[config.mk]
export PLATFORM = sky130hd
export DESIGN_NAME = positional_list_engine
export DESIGN_NICKNAME = d
export VERILOG_FILES = /design/src/design/ple_pkg.sv /design/src/design/ple_datapath.sv /design/src/design/ple_ctrl.sv /design/src/design/positional_list_engine.sv
export SDC_FILE = /design/constraint.sdc
export NUM_CORES = 2
export LEC_CHECK = 0
export BUFFER_PORTS_ARGS = -buffer_cell sky130_fd_sc_hd__buf_2
export CELL_PAD_IN_SITES_DETAIL_PLACEMENT = 1
export CELL_PAD_IN_SITES_GLOBAL_PLACEMENT = 1
export CORE_ASPECT_RATIO = 1.75
export CORE_MARGIN = 2
export CORE_UTILIZATION = 45
export CTS_CLUSTER_SIZE = 28
export DETAILED_ROUTE_END_ITERATION = 16
export PLACE_DENSITY = 0.75
export SLEW_MARGIN = 20
export SYNTH_ARGS = -nofsm -noshare
export SYNTH_HDL_FRONTEND = slang
export SYNTH_SLANG_ARGS = --single-unit
[constraint.sdc]
create_clock -name clk -period 7.3 [get_ports clk]
set_clock_uncertainty 0.05 [all_clocks]
set_input_delay 1.46 -clock clk [delete_from_list [all_inputs] [get_ports clk]]
set_output_delay 1.46 -clock clk [all_outputs]
set_load 0.005 [all_outputs]
[src/design/ple_pkg.sv]
// ple_pkg: shared constants, operation and status codes, controller/datapath structs
// for the positional list engine; no dependencies
package ple_pkg;

	localparam int FUNC_W = 3;
	localparam int VAL_W  = 32;
	localparam int POS_W  = 5;
	localparam int STAT_W = 2;
	localparam int CNT_W  = 5;
	localparam int CHUNK  = 8;
	localparam int PART_W = 4;

	localparam logic [FUNC_W-1:0] FN_INS_FRONT = 3'd0;
	localparam logic [FUNC_W-1:0] FN_INS_POS   = 3'd1;
	localparam logic [FUNC_W-1:0] FN_INS_BACK  = 3'd2;
	localparam logic [FUNC_W-1:0] FN_DEL_FRONT = 3'd3;
	localparam logic [FUNC_W-1:0] FN_DEL_POS   = 3'd4;
	localparam logic [FUNC_W-1:0] FN_DEL_BACK  = 3'd5;
	localparam logic [FUNC_W-1:0] FN_SEARCH    = 3'd6;

	localparam logic [STAT_W-1:0] ST_OK    = 2'd0;
	localparam logic [STAT_W-1:0] ST_EMPTY = 2'd1;
	localparam logic [STAT_W-1:0] ST_RANGE = 2'd2;
	localparam logic [STAT_W-1:0] ST_FULL  = 2'd3;

	typedef struct packed {
		logic load;
		logic exec;
		logic scan;
	} ple_cmd_t;

	typedef struct packed {
		logic need_scan;
		logic last_chunk;
	} ple_stat_t;

endpackage

[src/design/ple_datapath.sv]
// ple_datapath: list cells with parallel shift, length counter, per-chunk match
// counts and result registers; depends on ple_pkg
module ple_datapath #(
	parameter int DEPTH = 16
) (
	input  logic                                clk,
	input  logic                                arst_n,
	input  ple_pkg::ple_cmd_t                   cmd,
	output ple_pkg::ple_stat_t                  stat,
	input  logic [ple_pkg::FUNC_W-1:0]          func,
	input  logic signed [ple_pkg::VAL_W-1:0]    value,
	input  logic [ple_pkg::POS_W-1:0]           position,
	output logic [ple_pkg::STAT_W-1:0]          status,
	output logic signed [ple_pkg::VAL_W-1:0]    removed_value,
	output logic [ple_pkg::CNT_W-1:0]           match_count,
	output logic [ple_pkg::CNT_W-1:0]           length
);
	import ple_pkg::*;

	localparam int IW     = (DEPTH > 1) ? $clog2(DEPTH) : 1;
	localparam int CW     = $clog2(DEPTH + 1);
	localparam int EW     = ((CW > POS_W) ? CW : POS_W) + 1;
	localparam int XW     = (CW > CNT_W) ? CW : CNT_W;
	localparam int NCHUNK = (DEPTH + CHUNK - 1) / CHUNK;
	localparam int CIW    = (NCHUNK > 1) ? $clog2(NCHUNK) : 1;

	logic signed [VAL_W-1:0] cells [DEPTH];
	logic [CW-1:0]           occ_q;
	logic [FUNC_W-1:0]       func_q;
	logic signed [VAL_W-1:0] val_q;
	logic [POS_W-1:0]        pos_q;
	logic [PART_W-1:0]       part_q [NCHUNK];
	logic [PART_W-1:0]       part_d [NCHUNK];
	logic [NCHUNK*CHUNK-1:0] hit;
	logic [CIW-1:0]          cidx_q;
	logic [CW-1:0]           acc_q;
	logic [CW-1:0]           acc_nx;
	logic [STAT_W-1:0]       res_status_q;
	logic signed [VAL_W-1:0] res_removed_q;
	logic [CW-1:0]           res_match_q;
	logic [STAT_W-1:0]       ex_status;
	logic                    do_ins;
	logic                    do_del;
	logic [IW-1:0]           at;
	logic                    need_scan;
	logic [EW-1:0]           pos_e;
	logic [EW-1:0]           occ_e;
	logic [XW-1:0]           len_x;
	logic [XW-1:0]           match_x;

	// per-cell match against the incoming key, masked by occupancy
	for (genvar g = 0; g < NCHUNK * CHUNK; g++) begin : g_hit
		if (g < DEPTH) begin : g_real
			assign hit[g] = (cells[g] == value) && (CW'(g) < occ_q);
		end else begin : g_pad
			assign hit[g] = 1'b0;
		end
	end

	always_comb begin
		for (int c = 0; c < NCHUNK; c++) begin
			part_d[c] = '0;
			for (int j = 0; j < CHUNK; j++) begin
				part_d[c] = part_d[c] + PART_W'(hit[c*CHUNK + j]);
			end
		end
	end

	assign pos_e = EW'(pos_q);
	assign occ_e = EW'(occ_q);

	always_comb begin
		ex_status = ST_OK;
		do_ins    = 1'b0;
		do_del    = 1'b0;
		at        = '0;
		need_scan = 1'b0;
		case (func_q)
			FN_INS_FRONT, FN_INS_POS, FN_INS_BACK: begin
				if (occ_q >= CW'(DEPTH)) begin
					ex_status = ST_FULL;
				end else if (func_q == FN_INS_FRONT) begin
					do_ins = 1'b1;
				end else if (func_q == FN_INS_BACK) begin
					at     = IW'(occ_q);
					do_ins = 1'b1;
				end else if (occ_q == '0) begin
					do_ins = 1'b1;
				end else if (pos_e == '0 || pos_e > occ_e + EW'(1)) begin
					ex_status = ST_RANGE;
				end else begin
					at     = IW'(pos_e - EW'(1));
					do_ins = 1'b1;
				end
			end
			FN_DEL_FRONT, FN_DEL_POS, FN_DEL_BACK: begin
				if (occ_q == '0) begin
					ex_status = ST_EMPTY;
				end else if (func_q == FN_DEL_FRONT) begin
					do_del = 1'b1;
				end else if (func_q == FN_DEL_BACK) begin
					at     = IW'(occ_q - CW'(1));
					do_del = 1'b1;
				end else if (pos_e == '0 || pos_e > occ_e) begin
					ex_status = ST_RANGE;
				end else begin
					at     = IW'(pos_e - EW'(1));
					do_del = 1'b1;
				end
			end
			FN_SEARCH: begin
				if (occ_q == '0) begin
					ex_status = ST_EMPTY;
				end else begin
					need_scan = 1'b1;
				end
			end
			default: begin
			end
		endcase
	end

	assign acc_nx          = acc_q + CW'(part_q[cidx_q]);
	assign stat.need_scan  = need_scan;
	assign stat.last_chunk = (cidx_q == CIW'(NCHUNK - 1));

	always_ff @(posedge clk or negedge arst_n) begin
		if (!arst_n) begin
			occ_q  <= '0;
			cidx_q <= '0;
		end else begin
			if (cmd.exec) begin
				cidx_q <= '0;
				if (do_ins) begin
					occ_q <= occ_q + CW'(1);
				end else if (do_del) begin
					occ_q <= occ_q - CW'(1);
				end
			end
			if (cmd.scan) begin
				cidx_q <= cidx_q + CIW'(1);
			end
		end
	end

	always_ff @(posedge clk) begin
		if (cmd.load) begin
			func_q <= func;
			val_q  <= value;
			pos_q  <= position;
			for (int c = 0; c < NCHUNK; c++) begin
				part_q[c] <= part_d[c];
			end
		end
		if (cmd.exec) begin
			acc_q         <= '0;
			res_status_q  <= ex_status;
			res_match_q   <= '0;
			res_removed_q <= do_del ? cells[at] : '0;
			// insert opens a gap at the slot, delete closes it
			for (int k = 0; k < DEPTH; k++) begin
				if (do_ins) begin
					if (IW'(k) == at) begin
						cells[k] <= val_q;
					end else if (k > 0 && IW'(k) > at) begin
						cells[k] <= cells[(k > 0) ? k - 1 : 0];
					end
				end else if (do_del) begin
					if (k < DEPTH - 1 && IW'(k) >= at) begin
						cells[k] <= cells[(k < DEPTH - 1) ? k + 1 : k];
					end
				end
			end
		end
		if (cmd.scan) begin
			acc_q <= acc_nx;
			if (stat.last_chunk) begin
				res_status_q  <= ST_OK;
				res_match_q   <= acc_nx;
				res_removed_q <= '0;
			end
		end
	end

	assign len_x         = XW'(occ_q);
	assign match_x       = XW'(res_match_q);
	assign length        = len_x[CNT_W-1:0];
	assign match_count   = match_x[CNT_W-1:0];
	assign status        = res_status_q;
	assign removed_value = res_removed_q;

endmodule

[src/design/ple_ctrl.sv]
// ple_ctrl: command sequencer for the positional list engine
// drives ple_datapath through ple_pkg command/status structs
module ple_ctrl (
	input  logic               clk,
	input  logic               arst_n,
	input  logic               start,
	output logic               busy,
	output logic               done,
	output ple_pkg::ple_cmd_t  cmd,
	input  ple_pkg::ple_stat_t stat
);
	import ple_pkg::*;

	localparam logic [1:0] S_IDLE = 2'd0;
	localparam logic [1:0] S_EXEC = 2'd1;
	localparam logic [1:0] S_SCAN = 2'd2;

	logic [1:0] state_q;
	logic [1:0] state_d;
	logic       done_q;
	logic       done_d;

	always_comb begin
		state_d  = state_q;
		done_d   = 1'b0;
		cmd.load = 1'b0;
		cmd.exec = 1'b0;
		cmd.scan = 1'b0;
		case (state_q)
			S_IDLE: begin
				if (start) begin
					cmd.load = 1'b1;
					state_d  = S_EXEC;
				end
			end
			S_EXEC: begin
				cmd.exec = 1'b1;
				if (stat.need_scan) begin
					state_d = S_SCAN;
				end else begin
					done_d  = 1'b1;
					state_d = S_IDLE;
				end
			end
			S_SCAN: begin
				cmd.scan = 1'b1;
				if (stat.last_chunk) begin
					done_d  = 1'b1;
					state_d = S_IDLE;
				end
			end
			default: begin
				state_d = S_IDLE;
			end
		endcase
	end

	always_ff @(posedge clk or negedge arst_n) begin
		if (!arst_n) begin
			state_q <= S_IDLE;
			done_q  <= 1'b0;
		end else begin
			state_q <= state_d;
			done_q  <= done_d;
		end
	end

	assign busy = (state_q != S_IDLE);
	assign done = done_q;

endmodule

[src/design/positional_list_engine.sv]
// positional_list_engine: ordered list of signed values with insert, delete and search
// top level; instantiates ple_ctrl and ple_datapath, uses ple_pkg
//
//   channel  | handshake          | transfer when      | payload
//   ---------+--------------------+--------------------+----------------------------------
//   command  | start / busy       | start && !busy     | func, value, position
//   result   | done (1-cycle)     | done               | status, removed_value,
//            |                    |                    | match_count, length
//
// inserts, deletes and no-ops capture the command, then execute, where inserts and deletes shift the cells
// search captures with per 8-cell group match counts and executes; on a non-empty list
// the group counts are then summed one per cycle in one accumulator
// reset clears the length and the sequencer; cell contents are not cleared
// the result strobe lasts one cycle, the receiver cannot stall it, and a new command
// may be taken in that cycle
module positional_list_engine #(
	parameter int DEPTH = 16
) (
	input  logic                             clk,
	input  logic                             arst_n,
	input  logic                             start,
	output logic                             busy,
	input  logic [ple_pkg::FUNC_W-1:0]       func,
	input  logic signed [ple_pkg::VAL_W-1:0] value,
	input  logic [ple_pkg::POS_W-1:0]        position,
	output logic                             done,
	output logic [ple_pkg::STAT_W-1:0]       status,
	output logic signed [ple_pkg::VAL_W-1:0] removed_value,
	output logic [ple_pkg::CNT_W-1:0]        match_count,
	output logic [ple_pkg::CNT_W-1:0]        length
);
	import ple_pkg::*;

	ple_cmd_t  cmd;
	ple_stat_t stat;

	ple_ctrl u_ctrl (
		.clk    (clk),
		.arst_n (arst_n),
		.start  (start),
		.busy   (busy),
		.done   (done),
		.cmd    (cmd),
		.stat   (stat)
	);

	ple_datapath #(
		.DEPTH (DEPTH)
	) u_dp (
		.clk           (clk),
		.arst_n        (arst_n),
		.cmd           (cmd),
		.stat          (stat),
		.func          (func),
		.value         (value),
		.position      (position),
		.status        (status),
		.removed_value (removed_value),
		.match_count   (match_count),
		.length        (length)
	);

endmodule

# Yosys cells after proc, flatten, opt, wreduce, memory -nomap -nowiden
# Memories as Yosys holds them, arrays and structs flattened.
# Index checks and enable logic that the tools add are counted.
# W data, S select, Z words.
[classes]
n_addsub = 20
mul = 0
div_mod_pow = 0
n_lt_le_gt_ge = 49
n_eq_ne = 41
shifts = 0
muxes = 307
bitwise_logic = 30
n_reduce_logical = 30
[ops]
columns = ["operator", "count"]
rows = [
  ["$mux W32", 34],
  ["$eq A32 B32 Y1", 16],
  ["$mux W1", 238],
  ["$add A4 B1 Y4", 12],
  ["$lt A4 B5 Y1 const A", 8],
  ["$mux W4", 9],
  ["$mux W5", 7],
  ["$eq A4 B4 Y1 const A", 8],
  ["$gt A4 B4 Y1 const A", 8],
  ["$mux W2", 15],
  ["$or A1 B1 Y1", 30],
  ["$ge A4 B4 Y1 const A", 7],
  ["$lt A3 B5 Y1 const A", 4],
  ["$eq A3 B4 Y1 const A", 4],
  ["$ge A3 B4 Y1 const A", 4],
  ["$gt A3 B4 Y1 const A", 4],
  ["$logic_and A1 B1 Y1", 16],
  ["$pmux W2 S3", 2],
  ["$lt A1 B5 Y1 const A", 2],
  ["$lt A2 B5 Y1 const A", 2],
  ["$eq A3 B3 Y1 const B", 3],
  ["$eq A2 B4 Y1 const A", 2],
  ["$ge A1 B4 Y1 const A", 2],
  ["$ge A2 B4 Y1 const A", 2],
  ["other kinds (30)", 38],
]
[totals]
reg_bits = 93
latch_bits = 0
ramBits = 520
rom_bits = 0
inputBits = 43
elab_cells = 490
mem_count = 2
[mem_list]
columns = ["memory", "words", "word_bits", "rd", "rd_clocked_by_memory_dff", "write_ports", "line_no", "rtl"]
rows = [
  ["u_dp.cells", 16, 32, 17, 0, 16, "ple_datapath.sv:27", "logic signed [VAL_W-1:0] cells [DEPTH];"],
  ["u_dp.part_q", 2, 4, 1, 0, 2, "ple_datapath.sv:32", "logic [PART_W-1:0] part_q [NCHUNK];"],
]

# Logic depth before layout (Yosys ltp)
[depth]
depth_word = 17
ltp_mapped = 19
depth_no_buf = 14

# Cells and area by module
# From an unflattened synthesis, not the netlist that was laid out.
[unflattened]
hier_cells = 4214
hier_area_um2 = 40533.9
[by_module_without_submodules]
columns = ["module", "instances", "cells_per_inst", "area_per_inst_um2"]
rows = [
  ["ple_datapath", 1, 4193, 40291.1],
  ["ple_ctrl", 1, 21, 242.7],
]

# Worst setup path after synthesis
# Ideal clock, no wire load.
[synth_path]
kind = "register -> register"
start = "register u_dp.occ_q[2] (netlist: u_dp.length[2])"
end = "memory u_dp.cells[0][0], enable pin"
setup_time_ps = 461
t_arrival_ps = 5840
required_ps = 6789
setup_slack_ps = 949
stages_incl_launch_ff = 17
n_path_buf = 4
period_less_slack_ps = 6351
path_cell_list = "dfrtp_1 -> clkbuf_1 -> clkbuf_1 -> inv_1 -> nor2_1 -> xnor2_1 -> ha_1 -> and3_1 -> and3_1 -> a221oi_1 -> o31ai_2 -> or3_1 -> buf_2 -> nor3_1 -> buf_2 -> nor2_1 -> nor3_1"
[synth_lines]
columns = ["item", "line_no", "rtl"]
rows = [
  ["from (decl)", "ple_datapath.sv:28", "logic [CW-1:0] occ_q;"],
  ["from (signal assigned)", "ple_datapath.sv:135", "occ_q <= occ_q + CW'(1);"],
  ["from (signal assigned)", "ple_datapath.sv:137", "occ_q <= occ_q - CW'(1);"],
  ["to (decl)", "ple_datapath.sv:27", ""],
]

==> impl_metrics.json <==
{
  "status": "completed",
  "final_util_pct": 49.7,
  "setup_viol": 0,
  "critPathRequiredTime_ns": 7.64,
  "synth_top_area_share_pct": 42.3,
  "ys.warnings.count": 0,
  "worst_slack_ns": 0.268,
  "power_mw": 19.4,
  "ant_nets": 0,
  "dp_hpwl_um": 144000,
  "grt_pass1_wl_um": 280000,
  "finalWorstPathRequiredPeriod_ns": 7.03,
  "synth_largest_area_cell": "edfxtp_1",
  "area_growth_syn_to_layout_pct": 9.37,
  "critical_path_class": "reg -> reg",
  "drt_pass1_iterations": 6,
  "layout_commonest_cell": "nand2_1",
  "cts_setup_buffers": 0,
  "io_pins": 89,
  "r2r_start": "u_dp.length[0]",
  "drc": 0,
  "grt_max_degree": 101,
  "drt_iter0_drc": 3649,
  "drive_gt1_share_pct": 10.0,
  "period_share_pct": 96.3,
  "power_density_nw_per_um2": 441,
  "p_leak_nw": 16.6,
  "drv_slew": 0,
  "holdWs_ns": 0.414,
  "cts_tree": "built",
  "pre_cts_ws_ns": 0.584,
  "ys.flop_type": "edfxtp_1",
  "hp-class": "reg -> reg",
  "vias": 35200,
  "rows": 144,
  "tightest_slew_ns": 1.37,
  "ctsHtreeMaxLevel": 3,
  "final_cell_mix": "nand2_1 (708), edfxtp_1 (565), mux2i_1 (488)",
  "synth_cell_types": 66,
  "vdd_drop_max_mv": 0.272,
  "end_kind": "flop",
  "synth-edff-count": 565,
  "start_util_pct": 45.5,
  "syn_area_um2": 40100,
  "critPathArrivalTime_ns": 7.37,
  "wl_per_cell_um": 38.7,
  "fin_tns_setup_ns": 0,
  "track_usage_pct": 43.8,
  "nets": 4071,
  "cts_resized": 0,
  "die-height_um": 399,
  "routed_wl_um": 202000,
  "grt_pass1_vias": 35100,
  "startpoint": "u_dp.length[0]",
  "place.port_buffers": 88,
  "gp_congestion": 1.07,
  "synthesis.nets": 4167,
  "hold_start": "u_dp.match_count[3]",
  "grt_remaining_overflow": 0,
  "cts_sinks": 613,
  "synth.avg_cell_area_um2": 9.82,
  "cap_violations": 0,
  "placeableCoreArea_um2": 88300,
  "clock_path_buffers": 3,
  "via_per_inst": 6.75,
  "antenna_found_initial": 11,
  "cts-root-buf": "clkbuf_16",
  "async_flop_share_pct": 1.47,
  "cp_max_fo": 65,
  "yosys-top-cells-area": "edfxtp_1 (42%), mux2i_1 (12%), nand2_1 (6.7%), xnor2_1 (6.1%), xor2_1 (5.5%)",
  "die-area_um2": 91700,
  "syn_inst": 4087,
  "slew_headroom_pct": 8.03,
  "ys_seq_area_share_pct": 44.8,
  "setup.worst_path.start_class": "flop",
  "fp.dieW_um": 230,
  "timing.fmax_mhz": 142,
  "clk_pin_slew_ns": 0.07,
  "clock_latency_ns": 0.68,
  "cts_made_buffers": 67,
  "hold_buffers": 0,
  "ys_seq_elements": 613,
  "hold_viol": 0,
  "rsz0062_at_grt": "false"
}
[power by group]
group          internal [mW]  total (mW)  switching (mW)
sequential              5.70        7.65            1.95
combinational           2.39        8.16            5.77
clock                   1.93        3.55            1.62
[area by class of cell]
type,count,area (um2)
Timing Repair Buffer,183,1190
Clock buffer,89,1840
Tap cell,1168,1460
Clock inverter,32,308
Inverter,31,116
Sequential cell,613,18000
Multi-Input combinational cell,3095,21000
Fill cell,9778,44400
Antenna cell,6,15.0
[registers in the layout (all words and copies together), names as in the netlist, 5 cells and up]
name	count
u_dp.length	5
u_dp.val_q	32
u_dp.part_q	8
u_dp.removed_value	32
u_dp.acc_q	5
u_dp.match_count	5
u_dp.cells	512
u_dp.pos_q	5
[routing by layer]
layer | vias to the layer above | GRT usage [%] | wire, um
li1 | 14500 | - | -
met1 | 17800 | 46.7 | 66800
met2 | 2154 | 71.1 | 94300
met3 | 731 | 9.29 | 16000
met4 | 12 | 43.5 | 24800
met5 | - | 0 | 102
[stage by stage]
stage          std cells  cell area (um2)
2_1_floorplan       4087            40100
3_3_place_gp        5087            41600
3_5_place_dp        5088            41600
4_1_cts             5209            43800
5_1_grt             5213            43900
6_report            5217            43900
[path summary, 6_finish.rpt]
kind                                        to  slack [ns]  cells after the start
setup reg to reg             u_dp.cells[2][25]        0.27                     15
hold / removal             u_dp.match_count[3]        0.41                      2
setup / recovery             u_dp.cells[2][25]        0.27                     15
max in group asynchronous          u_dp.cidx_q        6.41                      1
hold reg to reg            u_dp.match_count[3]        0.41                      2
min in group asynchronous          u_ctrl.done        0.58                      1
[cells in the mapped netlist, drive strengths merged, types with 77 or more instances]
library cell and n:
a21oi 179, a32oi 77, buf 86, clkbuf 262, edfxtp 565, mux2i 488, nand2 715, nand3 89
nand4 89, nor2 206, nor4 78, o21ai 291, xnor2 278, xor2 250
[worst max-delay path, cell delays in order, from the launching register on]
cell      delay [ns]
dfrtp_1         0.71
nand2_1         0.42
nor2_1          0.70
xnor2_1         0.22
ha_1            0.33
and3_1          0.18
and3_1          0.18
a221oi_1        0.76
or3_1           0.28
nand3_1         0.73
nor3_2          0.50
buf_4           0.73
nand2_2         0.10
buf_4           0.40
nor2_1          0.24
a21oi_1         0.08
[kinds of logic (layout without fill, tap and decap cells)]
| family | after synthesis | after routing | share of synthesized area, % |
|---|---|---|---|
| other | 0 | 6 | 0 |
| and+or+nand+nor | 1236 | 1236 | 13.3 |
| xor gates and xnor gates | 528 | 528 | 11.5 |
| adders and majority gates | 37 | 37 | 1.32 |
| muxes | 556 | 556 | 14.1 |
| AOI/OAI and AO/OA | 738 | 738 | 11.1 |
| DFF | 613 | 613 | 44.8 |
| buffers and inverters | 379 | 335 | 3.89 |
Note: power is estimated with default switching activity, not from simulation.
